**config.mk**
```make
export PLATFORM = sky130hd
export DESIGN_NAME = stdf_out_queue
export DESIGN_NICKNAME = d
export VERILOG_FILES = /design/src/rtl/stdf_pkg.sv /design/src/rtl/stdf_out_queue.sv
export SDC_FILE = /design/constraint.sdc
export NUM_CORES = 1
export LEC_CHECK = 0
export ABC_AREA = 1
export BUFFER_PORTS_ARGS = -buffer_cell sky130_fd_sc_hd__buf_2
export CAP_MARGIN = 10
export CELL_PAD_IN_SITES_DETAIL_PLACEMENT = 1
export CELL_PAD_IN_SITES_GLOBAL_PLACEMENT = 2
export CORE_ASPECT_RATIO = 0.7
export CORE_UTILIZATION = 30
export CTS_BUF_LIST = sky130_fd_sc_hd__clkbuf_4 sky130_fd_sc_hd__clkbuf_8
export DETAILED_ROUTE_END_ITERATION = 8
export GPL_TIMING_DRIVEN = 0
export PLACE_DENSITY = 0.71
export SLEW_MARGIN = 5
export SYNTH_ARGS = -nofsm -noshare
export SYNTH_HDL_FRONTEND = slang
export SYNTH_SLANG_ARGS = --single-unit
```
**constraint.sdc**
```tcl
create_clock -name clk -period 5.1 [get_ports clk]
set_input_delay 0.51 -clock clk [delete_from_list [all_inputs] [get_ports clk]]
set_output_delay 0.51 -clock clk [all_outputs]
set_load 0.02 [all_outputs]
```
**src/rtl/stdf_pkg.sv**
```systemverilog
package stdf_pkg;

  localparam int MAX_SEGMENTS_DEF = 1024;
  localparam int IN_Q_DEPTH       = 4;
  localparam int OUT_Q_DEPTH      = 2;

  localparam logic [27:0] SIZE_LIMIT = 28'hFFF_FFFF;

  localparam logic [2:0] ST_HEADER   = 3'd0;
  localparam logic [2:0] ST_PAYLOAD  = 3'd1;
  localparam logic [2:0] ST_DONE     = 3'd2;
  localparam logic [2:0] ST_TOO_MANY = 3'd3;
  localparam logic [2:0] ST_OVERFLOW = 3'd4;
  localparam logic [2:0] ST_TRUNC    = 3'd5;

  typedef struct packed {
    logic [7:0] data_byte;
    logic       input_ends;
  } in_item_t;

  typedef struct packed {
    logic [2:0]  status;
    logic [7:0]  payload_byte;
    logic [9:0]  segment_index;
    logic [30:0] offset_in_segment;
    logic        segment_end;
    logic        size_ready;
    logic [27:0] segment_words;
  } out_item_t;

endpackage

```
**src/rtl/stdf_out_queue.sv**
```systemverilog
module stdf_out_queue (
  input  logic                clk,
  input  logic                rst_n,
  input  logic                res_push,
  input  stdf_pkg::out_item_t res_item,
  output logic                res_full,
  output logic                empty,
  input  logic                pop,
  output stdf_pkg::out_item_t out_item
);
  import stdf_pkg::*;

  localparam int PW = (OUT_Q_DEPTH > 1) ? $clog2(OUT_Q_DEPTH) : 1;
  localparam int CW = $clog2(OUT_Q_DEPTH + 1);

  out_item_t       q_r [OUT_Q_DEPTH];
  logic [PW-1:0]   wp_r, rp_r;
  logic [CW-1:0]   cnt_r;
  logic            do_push, do_pop;

  assign res_full = (cnt_r == CW'(OUT_Q_DEPTH));
  assign empty    = (cnt_r == '0);
  assign out_item = q_r[rp_r];
  assign do_push  = res_push && !res_full;
  assign do_pop   = pop && !empty;

  always_ff @(posedge clk) begin
    if (do_push) begin
      q_r[wp_r] <= res_item;
    end
  end

  always_ff @(posedge clk) begin
    if (!rst_n) begin
      wp_r  <= '0;
      rp_r  <= '0;
      cnt_r <= '0;
    end else begin
      if (do_push) begin
        wp_r <= (wp_r == PW'(OUT_Q_DEPTH - 1)) ? '0 : wp_r + 1'b1;
      end
      if (do_pop) begin
        rp_r <= (rp_r == PW'(OUT_Q_DEPTH - 1)) ? '0 : rp_r + 1'b1;
      end
      if (do_push && !do_pop) begin
        cnt_r <= cnt_r + 1'b1;
      end else if (do_pop && !do_push) begin
        cnt_r <= cnt_r - 1'b1;
      end
    end
  end

endmodule
```
==> impl_metrics.ini <==
[run_status]
outcome = finished clean

[pwr]
p_leak_nw = 3.25
powerDensity_mw_per_mm2 = 484
comb_power_share_pct = 31.3
power.internal_w = 0.00278
ir_worst_vdd_uv = 233
swShare_pct = 31.0
clkPwrFrac_pct = 23.9
p_switching_w = 0.00125
p_seq_share_pct = 44.8

[timing]
timing.fmax_mhz = 455
timing.final.crit_share_pct = 43.1
worst_slew_pin_slew_ps = 564
skew_ps = 14.2
totalNegativeSetupSlack_ps = 0
maxSlewHeadroom_pct = 62.3
fin_crit_ps = 2200
finalHoldViolCount = 0
setup_slack_ps = 2900
setup_viol = 0
report.final.slew_viol_count = 0
rsz0062_at_grt = no

[floorplan]
die_h_um = 126
start_util_pct = 31.1
die_w_um = 179
rows = 44
dieArea_mm2 = 0.0225
io_pins = 170
core_area_mm2 = 0.0211

[grt]
overflow = 0
grt_max_degree = 30
grt_pass1_vias = 3614
grt_pass1_wl_um = 19400
antenna_found_initial = 1
grt_use_total_pct = 11.8

[setup_path]
path_cells = buf_6 > buf_12 > mux2_4 > buf_2
critPathKind = flop to primary output
max_stage_delay_ps = 330
path_max_fanout = 10
r2r-start = cnt_r[0]
cp.required_ps = 4590
end_kind = primary output
r2r_setup_slack_ps = 3250
start_kind = flop
arrival_ps = 1690
cp_slowest_cell = dfxtp_1

[cells_and_area]
antenna_cells = 0
mostFrequentLayoutCell = buf_2
nets = 574
n_fill_cell = 2124
final_cell_mix = 169 x buf_2, 164 x edfxtp_1, 80 x mux2_4
area_growth_pct = 26.7
drive_above_1_share_pct = 59.8

[yosys]
syn_area_mm2 = 0.00657
yosys_warnings = 0
synth-seq-cells = 169
syn_area_per_cell_um2 = 22.4
yosysSeqAreaShare_pct = 76.5
synth_cells = 293
synthDistinctLibCells = 15
syn-num-nets = 380

[routing]
drcViolationCount = 0
wire_per_inst_um = 16.5
ant_nets = 0
num_vias = 3252
drt-initial-drc-count = 121
first_pass_iters = 4
vias_per_cell = 4.19
finalWirelength_um = 12800

[clock_tree]
cts_resized = 0
clock_latency_ps = 450
tritoncts = built
clock_path_buffers = 2
holdBufCountCts = 0
cts_buffers = 17
cts.clk_slew.worst_paths_ps = 100
htreeDepth = 4
post_cts_buffers = 0
clk_root_buffer_cell = clkbuf_8
clock_sinks = 169

[place]
pre_cts_ws_ps = 3080
hpwlAfterDp_um = 9190
port_buffers = 169
gp_congestion = 0.691

[worst_hold_path]
min_path_type = primary input to flop
hold_start = res_item[46]

[job]
cap_violations = 0
-- critical path, delay by kind of cell (launching register included) --
family,cells,cell delay (ps)
mux,1,300
flops,1,330
buf+inv,3,590
-- synthesized netlist by cell type --
cell type | number | area share, %
edfxtp_1 | 164 | 75
mux2_4 | 80 | 18
nor2_1 | 11 | 0.63
inv_1 | 9 | 0.51
buf_12 | 8 | 2.4
nand2_1 | 6 | 0.34
dfxtp_1 | 5 | 1.5
mux2_2 | 2 | 0.34
o21ai_0 | 2 | 0.15
a21oi_1 | 1 | 0.076
buf_6 | 1 | 0.17
ha_1 | 1 | 0.19
nand3_1 | 1 | 0.076
nand4_1 | 1 | 0.095
o21ai_2 | 1 | 0.13
-- flip-flops by register name, summed over array words and instances, names as in the netlist, named ones only --
| name | flops |
|---|---|
| rp_r | 1 |
| wp_r | 1 |
| q_r | 164 |
| cnt_r | 2 |
-- power groups by stage --
stage | Combinational [W] | Sequential [W] | Clock, W
6_report | 0.00126 | 0.00180 | 0.000962
5_1_grt | 0.00135 | 0.00182 | 0.00105
4_1_cts | 0.00129 | 0.00181 | 0.00101
3_5_place_dp | 0.00128 | 0.00184 | 0
3_3_place_gp | 0.00120 | 0.00187 | 0
2_1_floorplan | 0.000884 | 0.00185 | 0
-- logic make-up (layout without fill, tap and decap cells) --
| family | after synthesis | count (layout) | synth area share, % |
|---|---|---|---|
| DFF | 169 | 169 | 76.5 |
| muxes | 82 | 82 | 18.6 |
| buffers and inverters | 18 | 225 | 3.13 |
| AOI/OAI and AO/OA | 4 | 4 | 0.362 |
| and+or+nand+nor | 19 | 19 | 1.14 |
| adders and majority gates | 1 | 1 | 0.191 |
-- stage by stage --
step	total power [W]	cells	hold slack (ps)	util (%)	instance area, um2
floorplan	0.00273	293	467	-	6570
finish	0.00403	776	235	39.4	8320
global route	0.00422	776	189	39.4	8320
global placement	0.00307	738	482	36.8	7760
detailed placement	0.00312	744	511	37.6	7920
CTS	0.00410	776	192	39.4	8320
-- final cells by class --
| type | instances | area [um2] | area share (%) |
|---|---|---|---|
| sequential | 169 | 5020 | 60.4 |
| multi-input combinational | 106 | 1350 | 16.2 |
| timing repair buffer | 175 | 996 | 12.0 |
| tap | 276 | 345 | 4.15 |
| clock buffer | 17 | 234 | 2.81 |
| buffer | 9 | 171 | 2.06 |
| clock inverter | 15 | 163 | 1.96 |
| inverter | 9 | 33.8 | 0.406 |
-- per-layer routing --
metal / up-vias / GRT usage [%] / part of all wire (%)
li1: 1522 / - / -
met1: 1593 / 13.6 / 42
met2: 118 / 19.4 / 47
met3: 17 / 5.40 / 8.8
met4: 2 / 4.19 / 1.3
met5: - / 0 / 0.13
-- path summary, 6_finish.rpt --
path              cells after the start           end
setup / recovery                      4  out_item[13]
hold reg to reg                       2          rp_r
hold / removal                        1    q_r[0][46]
setup reg to reg                      4    q_r[0][48]
Power figures use the tool's default switching activity.
