<file path="config.mk">
export PLATFORM = sky130hd
export DESIGN_NAME = stdf_front
export DESIGN_NICKNAME = d
export VERILOG_FILES = /design/src/rtl/stdf_pkg.sv /design/src/rtl/stdf_front.sv
export SDC_FILE = /design/constraint.sdc
export NUM_CORES = 1
export LEC_CHECK = 0
export BUFFER_PORTS_ARGS = -buffer_cell sky130_fd_sc_hd__clkbuf_2
export CORE_MARGIN = 2
export CORE_UTILIZATION = 24
export CTS_CLUSTER_DIAMETER = 80
export CTS_CLUSTER_SIZE = 24
export DETAILED_ROUTE_END_ITERATION = 10
export GPL_TIMING_DRIVEN = 0
export PLACE_DENSITY = 0.43
export SLEW_MARGIN = 0
export SYNTH_ARGS = -nofsm -noshare
export SYNTH_HDL_FRONTEND = slang
export SYNTH_SLANG_ARGS = --single-unit
</file>
<file path="constraint.sdc">
create_clock -name clk -period 2.1 [get_ports clk]
set_input_delay 0.105 -clock clk [delete_from_list [all_inputs] [get_ports clk]]
set_output_delay 0.105 -clock clk [all_outputs]
set_load 0.005 [all_outputs]
</file>
<file path="src/rtl/stdf_pkg.sv">
package stdf_pkg;

  localparam int MAX_SEGMENTS_DEF = 1024;
  localparam int IN_Q_DEPTH       = 4;
  localparam int OUT_Q_DEPTH      = 2;

  localparam logic [27:0] SIZE_LIMIT = 28'hFFF_FFFF;

  localparam logic [2:0] ST_HEADER   = 3'd0;
  localparam logic [2:0] ST_PAYLOAD  = 3'd1;
  localparam logic [2:0] ST_DONE     = 3'd2;
  localparam logic [2:0] ST_TOO_MANY = 3'd3;
  localparam logic [2:0] ST_OVERFLOW = 3'd4;
  localparam logic [2:0] ST_TRUNC    = 3'd5;

  typedef struct packed {
    logic [7:0] data_byte;
    logic       input_ends;
  } in_item_t;

  typedef struct packed {
    logic [2:0]  status;
    logic [7:0]  payload_byte;
    logic [9:0]  segment_index;
    logic [30:0] offset_in_segment;
    logic        segment_end;
    logic        size_ready;
    logic [27:0] segment_words;
  } out_item_t;

endpackage

</file>
<file path="src/rtl/stdf_front.sv">
module stdf_front (
  input  logic               clk,
  input  logic               rst_n,
  input  logic               push,
  output logic               full,
  input  stdf_pkg::in_item_t in_item,
  output logic               head_valid,
  output stdf_pkg::in_item_t head_item,
  input  logic               head_pop
);
  import stdf_pkg::*;

  localparam int PW = (IN_Q_DEPTH > 1) ? $clog2(IN_Q_DEPTH) : 1;
  localparam int CW = $clog2(IN_Q_DEPTH + 1);

  in_item_t        q_r [IN_Q_DEPTH];
  logic [PW-1:0]   wp_r, rp_r;
  logic [CW-1:0]   cnt_r;
  logic            do_push, do_pop;

  assign full       = (cnt_r == CW'(IN_Q_DEPTH));
  assign head_valid = (cnt_r != '0);
  assign head_item  = q_r[rp_r];
  assign do_push    = push && !full;
  assign do_pop     = head_pop && head_valid;

  always_ff @(posedge clk) begin
    if (do_push) begin
      q_r[wp_r] <= in_item;
    end
  end

  always_ff @(posedge clk) begin
    if (!rst_n) begin
      wp_r  <= '0;
      rp_r  <= '0;
      cnt_r <= '0;
    end else begin
      if (do_push) begin
        wp_r <= (wp_r == PW'(IN_Q_DEPTH - 1)) ? '0 : wp_r + 1'b1;
      end
      if (do_pop) begin
        rp_r <= (rp_r == PW'(IN_Q_DEPTH - 1)) ? '0 : rp_r + 1'b1;
      end
      if (do_push && !do_pop) begin
        cnt_r <= cnt_r + 1'b1;
      end else if (do_pop && !do_push) begin
        cnt_r <= cnt_r - 1'b1;
      end
    end
  end

endmodule

</file>
==> results of run 1 <==
layout make-up:
type | instances | area [um^2] | area share
plain buffers | 4 | 20.0 | 0.00922
clock buffers | 6 | 72.6 | 0.0334
clock inverters | 2 | 38.8 | 0.0179
inverters | 3 | 11.3 | 0.00519
multi-input cells | 46 | 514 | 0.237
flip-flops and latches | 45 | 1270 | 0.584
well taps | 99 | 124 | 0.0571
repair buffers | 24 | 123 | 0.0565
critical path, cell delays in order (launching register included):
cell      delay [ps]
dfxtp_2          370
o31ai_4          380
ha_4             200
inv_1             50
fa_2             330
xor2_1           150
or3_1            340
a21boi_1         130
state kept, by name (all words and copies together) (netlist names), named ones only:
signal  flops
cnt_r       3
q_r        36
rp_r        2
wp_r        2
how the worst max path moves through the flow:
stage,from,to,slack [ps],depth (start not counted)
floorplan,cnt_r[0],cnt_r[2],10,7
global placement,cnt_r[0],cnt_r[2],-170,7
detailed placement,cnt_r[0],cnt_r[2],-290,7
CTS,cnt_r[1],cnt_r[2],10,7
global route,cnt_r[2],cnt_r[2],-40,9
finish,cnt_r[1],cnt_r[2],70,7
report_power, final:
| group | switching [W] | internal (W) |
|---|---|---|
| Combinational | 0.000297 | 0.000336 |
| Clock | 0.000279 | 0.000357 |
| Sequential | 0.0000745 | 0.00110 |
| Total | 0.000650 | 0.00179 |
kinds of logic (layout without fill, tap and decap cells):
kind of cell	Yosys count	count (layout)	synth area share
adder cells (fa/ha/maj)	7	7	0.0536
AO/OA/AOI/OAI	5	5	0.0169
AND/OR/NAND/NOR	20	20	0.0620
multiplexers	12	12	0.131
flip-flops	45	45	0.710
XOR/XNOR	2	2	0.00987
buffers and inverters	7	39	0.0162
layer usage:
metal  routed length [um]  track usage  vias to the layer above
li1                     -            -                      431
met1                 1320        0.101                      460
met2                 1690        0.142                       23
met3                  150       0.0335                        2
met4                   17       0.0269                        0
met5                    0            0                        -
metrics by stage:
step                utilization  setup TNS, ps  cell area, um^2  hold WS (ps)  total power (W)
floorplan                     -              0             1780           204          0.00157
global placement          0.279           -171             2010           323          0.00176
detailed placement        0.279           -292             2010           332          0.00179
CTS                       0.299              0             2160          15.5          0.00247
global route              0.301          -41.2             2170          8.59          0.00262
finish                    0.301              0             2170          30.0          0.00244
timing repair:
item | 4_1_cts | 5_1_grt
buffers inserted | 1 | 0
endpoints found under the setup margin | 1 | 1
resized for setup | 8 | 3
pin swaps | 0 | 2
synth_stat cells (all sizes together) (2+ instances only):
cell / n
and2: 5
buf: 2
clkbuf: 2
dfxtp: 9
edfxtp: 36
ha: 6
inv: 3
mux2i: 3
mux4: 9
nand2: 6
nand3: 2
nor2: 2
nor2b: 2
o21ai: 3
or3: 2
==> impl_results.md, run 1 <==
* Final ANT Viol Nets at 0
* CP required at 2320 ps
* Post-synth ARST share at 0
* R2R setup slack at 70 ps
* Clk_lat worst skew at 290 ps
* Placed cells at 220
* Vias in the first global route at 984
* Post-Layout Cell Count at 229
* Via density at 4.00
* Setup CP Type: reg -> reg
* Instance count of the mapped netlist at 98
* Worst-path clk slew at 80 ps
* Die Area at 8100 um^2
* Ys flop type: edfxtp_1
* Synth cell types at 22
* Layout cell share with drive strength beyond 1 at 0.385
* Die W at 90.0 um
* Max Cap Viol at 0
* RePlAce Congestion at 0.651
* EDFF count, synth at 36
* Ports at 24
* Nets at 149
* Port bufs at 23
* Setup Viol. Count Final at 0
* Row count at 31
* Warnings from Yosys at 0
* Hold path startpoint: in_item[6]
* Max-slew violations at 0
* CTS Buf Count at 5
* Reg-to-reg endpoint: cnt_r[2]
* Most common cell after layout, fill and taps aside: edfxtp_1
* H-tree depth at 2
* VDD IR max at 419 uV
* Ranking of synthesized cells by area: edfxtp_1 (61%), mux4_2 (11%), dfxtp_1 (10%)
* Worst Path Arrival at 2250 ps
* Initial core utilization at 0.246
* Routed len/inst at 13.9 um
* Final critical-path required period at 2030 ps
* CP Max Fanout at 5
* Launching point of the worst reg2reg path: cnt_r[1]
* Commonest cells after routing, fill and taps aside: edfxtp_1 (36), clkbuf_2 (23), mux4_2 (9), nand2_1 (6), dfxtp_1 (6)
* Fmax at 0.493 GHz
* Vias after detailed routing at 916
* Element type at the critical path start: register
* Clock Skews at 5.96 ps
* Power per standard cell area at 1130 nW/um^2
* Critical path capture point type: register
* Largest net degree at the start of global routing at 15
* Hold Crit Endpoint: q_r[2][6]
* Die Span Y at 90.0 um
* Slew Limit Headroom at 0.590
* Diode count at 0
* Final hold vios at 0
* Register area share after synthesis at 0.710
* P_leak at 0.763 nW
* Post-cts hold buffer count at 0
* Share of the clock period used by the worst path at 0.967
* Layout area overhead at 22.3%
* CTS tree: built
* Hpwl dp at 2100 um
* Syn_area_per_cell at 18.1 um^2
* GRT Overall Usage at 0.0848
* Core area at 7210 um^2
* DRT iter0 DRCs at 34
* Seq cells post-synth at 45
* FF-to-FF path depth at 7
* Post-synth net total at 118
* Routed wire length at 3180 um
* Clk root buf: clkbuf_8
* Final WS setup at 69.8 ps
* Unrepaired setup endpoints after global routing: yes
* Wire length of the first global-routing pass at 5110 um
* Yosys top cell by area: edfxtp_1
* Longest Clk Path Bufs at 2
* Synth top area share at 0.609
* Worst min path class: in -> reg
* Initial antenna violation count at 0
* First-pass DRT Iterations at 4
* Pre-CTS WS at -292 ps
* Status: complete, no violations
* FILL cells at 744
* Synthesized area at 1780 um^2
* Num Clock Sinks at 45
* GRT overflow at 0
* Drc violations at 0
* Slew of the pin with the lowest slew margin at 615 ps
* Worst hold path cell count at 1
Power figures use the tool's default switching activity.
==> run 2, diff against run 1 <==
--- a/config.mk
+++ b/config.mk
@@ -12,7 +12,6 @@
 export CTS_CLUSTER_SIZE = 24
 export DETAILED_ROUTE_END_ITERATION = 10
 export GPL_TIMING_DRIVEN = 0
-export PLACE_DENSITY = 0.43
 export SLEW_MARGIN = 0
 export SYNTH_ARGS = -nofsm -noshare
 export SYNTH_HDL_FRONTEND = slang
==> run 2 against run 1 <==
  * Critical path depth grew 2
  * Die area unchanged
  * Largest power group unchanged
  * Highest routed layer unchanged
  * Final cell count grew 0.87%
  * Clock skew is 2.5 ps higher
  * Sequential power about the same
  * Routed wire length fell by 13%
==> impl_results.md, run 2 (synthesis gave the netlist of run 1 again) <==
* H-tree depth at 2
* Area after DPL at 2010 um^2
* Clk_lat worst skew at 290 ps
* Status: complete, no violations
* Hpwl dp at 1900 um
* Core area at 7210 um^2
* Via density at 3.80
* Largest net degree at the start of global routing at 15
* Final hold vios at 0
* GRT Overall Usage at 0.0741
* Final cell utilization of the core at 0.302
* Slew Limit Headroom at 0.631
* Port bufs at 23
* Commonest cells after routing, fill and taps aside: edfxtp_1 (36), clkbuf_2 (23), mux4_2 (9)
* Routed wire length at 2770 um
* Biggest registers after layout: q_r x36, cnt_r x3
* Pre-CTS WS at -274 ps
* Drc violations at 0
* DRT iter0 DRCs at 54
* P_leak at 0.775 nW
* Initial antenna violation count at 0
* Final WS setup at 106 ps
* Max-slew violations at 0
* Crit path max-delay family: simple AND/OR/NAND/NOR gates
* Reg-to-reg endpoint: cnt_r[2]
* Biggest register: q_r
* First-pass DRT Iterations at 3
* Final ANT Viol Nets at 0
* CP Buf/Inv Count at 2
* Die W at 90.0 um
* Critical path capture point type: register
* R2R setup slack at 110 ps
* Setup CP Type: reg -> reg
* Crit-path cells: nor3b_2 -> nor2b_1 -> buf_4 -> ha_2 -> inv_1 -> fa_2 -> xor2_1 -> or3_1 -> a21boi_1
* Final critical-path required period at 1990 ps
* Die Area at 8100 um^2
* Setup TNS at 0 ps
* Wire length of the first global-routing pass at 4560 um
* Most common cell after layout, fill and taps aside: edfxtp_1
* CP max stage cell: dfxtp_4
* Hold_ws at 33.2 ps
* Die Span Y at 90.0 um
* FILL cells at 747
* Hold Crit Endpoint: q_r[0][1]
* FF/Latch Area at 1270 um^2
* Vias in the first global route at 921
* Layout cell share with drive strength beyond 1 at 0.402
* Worst hold path cell count at 1
* Diode count at 0
* Num Clock Sinks at 45
* Max reg flops at 36
* Delay of the slowest critical-path stage at 370 ps
* Ports at 24
* Clk root buf: clkbuf_8
* Fmax at 0.501 GHz
* VDD IR max at 357 uV
* Power per standard cell area at 1100 nW/um^2
* RePlAce Congestion at 0.692
* Post-cts hold buffer count at 0
* CTS Buf Count at 5
* FF-to-FF path depth at 9
* Share of the clock period used by the worst path at 0.950
* Initial core utilization at 0.246
* Max Cap Viol at 0
* Post-route cell area at 2180 um^2
* Routed len/inst at 12.0 um
* Hold path startpoint: in_item[1]
* Longest Clk Path Bufs at 2
* Worst-path clk slew at 80 ps
* Setup Viol. Count Final at 0
* Slew of the pin with the lowest slew margin at 553 ps
* Launching point of the worst reg2reg path: cnt_r[2]
* Worst Path Arrival at 2220 ps
* Worst min path class: in -> reg
* GRT overflow at 0
* Element type at the critical path start: register
* Multi-input gate area at 504 um^2
* Unrepaired setup endpoints after global routing: no
* CP required at 2320 ps
* Layout area overhead at 22.7%
* Row count at 31
* Clock Skews at 8.48 ps
* Nets at 151
* CP Max Fanout at 5
* Vias after detailed routing at 878
* CTS tree: built
==> run 2: per-layer routing <==
layer | vias to the layer above | wire (um) | track usage | share of wire
met1 | 418 | 1200 | 0.0864 | 0.43
met2 | 21 | 1400 | 0.120 | 0.51
li1 | 437 | - | - | -
met5 | - | 0 | 0 | 0
met3 | 2 | 154 | 0.0344 | 0.056
met4 | 0 | 19 | 0.0269 | 0.0069
==> run 2: repair_timing <==
action / CTS / global route
endpoints found under the setup margin: 1 / 1
pin swaps: 0 / 1
gates resized for setup: 6 / 4
buffers inserted: 0 / 3
==> run 2: where the power goes <==
group / switching [W] / total, W / internal, W
clock network: 0.000275 / 0.000615 / 0.000340
logic: 0.000274 / 0.000605 / 0.000331
registers: 0.0000747 / 0.00118 / 0.00110
==> run 2: worst register-to-register path, cell delays in order (launching register included) <==
cell,delay (ps)
dfxtp_4,370
nor3b_2,160
nor2b_1,100
buf_4,140
ha_2,180
inv_1,50
fa_2,330
xor2_1,150
or3_1,300
a21boi_1,140
==> run 2: cell type report <==
type	instances	share of cell area
clock inverters	1	0.00287
inverters	3	0.00517
multi-input cells	46	0.231
plain buffers	4	0.00919
flip-flops and latches	45	0.582
clock buffers	7	0.0494
repair buffers	26	0.0632
well taps	99	0.0569
==> run 2: worst max path at each step <==
| stage | startpoint | end | slack (ps) | cells after the start |
|---|---|---|---|---|
| floorplan | cnt_r[0] | cnt_r[2] | 10 | 7 |
| global placement | cnt_r[0] | cnt_r[2] | -210 | 7 |
| detailed placement | cnt_r[0] | cnt_r[2] | -270 | 7 |
| CTS | cnt_r[2] | cnt_r[2] | 10 | 9 |
| global route | cnt_r[2] | cnt_r[2] | 5 | 9 |
| finish | cnt_r[2] | cnt_r[2] | 110 | 9 |
==> run 2: metrics by stage <==
step / std cells / power, W
after floorplan: 98 / 0.00157
after global placement: 220 / 0.00175
after detailed placement: 220 / 0.00176
after CTS: 228 / 0.00241
after global routing: 231 / 0.00255
final: 231 / 0.00240
==> run 3, diff against run 2 <==
--- a/config.mk
+++ b/config.mk
@@ -12,6 +12,7 @@
 export CTS_CLUSTER_SIZE = 24
 export DETAILED_ROUTE_END_ITERATION = 10
 export GPL_TIMING_DRIVEN = 0
+export RECOVER_POWER = 50
 export SLEW_MARGIN = 0
 export SYNTH_ARGS = -nofsm -noshare
 export SYNTH_HDL_FRONTEND = slang
==> run 3 against run 2 <==
  * Sequential power barely moved
  * Maximum frequency rose by 0.26%
  * Clock power hardly changed
  * Clock skew up 1.1 ps
  * First-iteration DRC count is 9.3% lower
  * Combinational power shrank 1%
  * Count of clock-buffer cells in the layout is the same
  * Critical endpoint unchanged
==> impl_results.md, run 3 (synthesis gave the netlist of run 1 again) <==
* Launching point of the worst reg2reg path: cnt_r[2]
* Max-slew violations at 0
* Setup Viol. Count Final at 0
* Port bufs at 23
* Post-route cell area at 2160 um^2
* CTS Buf Count at 5
* Biggest registers after layout: q_r x36, cnt_r x3
* Largest net degree at the start of global routing at 15
* Diode count at 0
* Crit-path cells: nor3b_1 -> nor2b_1 -> buf_4 -> ha_2 -> inv_1 -> fa_2 -> xor2_1 -> or3_1 -> a21boi_1
* P_leak at 0.742 nW
* CP Depth at 9
* Power per standard cell area at 1110 nW/um^2
* CP Max Fanout at 5
* Longest Clk Path Bufs at 2
* Crit path max-delay family: simple AND/OR/NAND/NOR gates
* Ports at 24
* Worst-path clk slew at 80 ps
* Num Clock Sinks at 45
* H-tree depth at 2
* CTS tree: built
* Setup CP Type: reg -> reg
* CP required at 2330 ps
* GRT Overall Usage at 0.0741
* Core area at 7210 um^2
* Vias after detailed routing at 882
* Drc violations at 0
* Layout area overhead at 21.6%
* DRT iter0 DRCs at 49
* Fmax at 0.503 GHz
* Slew Limit Headroom at 0.629
* FILL cells at 750
* Die Span Y at 90.0 um
* Beginning of the critical path: cnt_r[2]
* Slew of the pin with the lowest slew margin at 556 ps
* Wire length of the first global-routing pass at 4560 um
* Clk root buf: clkbuf_8
* R2R setup slack at 110 ps
* Final ANT Viol Nets at 0
* Area after DPL at 2010 um^2
* Max reg flops at 36
* Routed len/inst at 11.9 um
* Final critical-path required period at 1990 ps
* Share of the clock period used by the worst path at 0.947
* Worst min path class: in -> reg
* FF-to-FF path depth at 9
* Element type at the critical path start: register
* Nets at 151
* Clk_lat worst skew at 290 ps
* Row count at 31
* Final Power at 0.00239 W
* Biggest register: q_r
* Critical path capture point type: register
* Vias in the first global route at 921
* Setup crit end: cnt_r[2]
* Reg-to-reg endpoint: cnt_r[2]
* Commonest cells after routing, fill and taps aside: edfxtp_1 (36), clkbuf_2 (14), clkbuf_1 (12), mux4_2 (9)
* Post-cts hold buffer count at 0
* CP Buf/Inv Count at 2
* Initial core utilization at 0.246
* Routed wire length at 2750 um
* Worst Path Arrival at 2210 ps
* Delay of the slowest critical-path stage at 370 ps
* Most common cell after layout, fill and taps aside: edfxtp_1
* Via density at 3.82
* Unrepaired setup endpoints after global routing: no
* CP max stage cell: dfxtp_4
* Max Cap Viol at 0
* First-pass DRT Iterations at 4
* Final hold vios at 0
* Die W at 90.0 um
* Layout cell share with drive strength beyond 1 at 0.318
* Initial antenna violation count at 0
* VDD IR max at 355 uV
* Status: complete, no violations
* Clock Skews at 9.56 ps
* Hpwl dp at 1900 um
* RePlAce Congestion at 0.692
* GRT overflow at 0
* Die Area at 8100 um^2
==> run 3: cell types whose count changed in the layout (fill, tap and decap cells not counted) <==
cell | previous run | this run
clkbuf_2 | 23 | 14
buf_4 | 4 | 3
clkbuf_1 | 2 | 12
nor3b_2 | 1 | 0
nor3b_1 | 0 | 1
==> run 3: report_power, final <==
part           switching (W)  internal (W)  total (W)
clock               0.000276      0.000340   0.000616
sequential         0.0000726       0.00110    0.00117
combinational       0.000274      0.000322   0.000596
==> run 3: worst reg2reg max path, cell delays in order (launching register included) <==
cell      delay (ps)
dfxtp_4          370
nor3b_1          150
nor2b_1          110
buf_4            140
ha_2             180
inv_1             50
fa_2             330
xor2_1           150
or3_1            300
a21boi_1         140
==> run 3: area by class of cell <==
type	count	area (um^2)	share of cell area
flip-flops and latches	45	1270	0.587
multi-input cells	46	499	0.231
well taps	99	124	0.0574
repair buffers	26	123	0.0568
clock buffers	7	108	0.0499
plain buffers	4	20.0	0.00928
inverters	3	11.3	0.00522
clock inverters	1	6.26	0.00290
==> run 3: worst min path at each step <==
stage	from	to	cells after the start
finish	in_item[1]	q_r[0][1]	1
global route	in_item[5]	q_r[2][5]	1
CTS	in_item[1]	q_r[1][1]	1
detailed placement	in_item[4]	q_r[2][4]	1
global placement	in_item[1]	q_r[1][1]	1
floorplan	in_item[0]	q_r[0][0]	0
==> run 3: per-stage QoR <==
step / hold slack, ps / setup WS, ps / utilization / TNS (ps) / cells
after global placement: 327 / -212 / 0.279 / -212 / 220
after floorplan: 204 / 10.6 / - / 0 / 98
after global routing: 75.9 / 6.94 / 0.299 / 0 / 231
final: 79.2 / 111 / 0.299 / 0 / 231
after detailed placement: 333 / -274 / 0.279 / -274 / 220
after CTS: 20.1 / 11.8 / 0.298 / 0 / 228
==> run 3: what timing repair did <==
action | in CTS | in global routing
buffers inserted | 0 | 3
pin swaps | 0 | 1
resized for setup | 6 | 4
endpoints found under the setup margin | 1 | 1
==> run 3: layer usage <==
metal  vias up  share of wire  track usage
met5         -              0            0
met3         6          0.060       0.0344
met1       415           0.42       0.0864
met2        24           0.50        0.120
met4         0          0.016       0.0269
li1        437              -            -
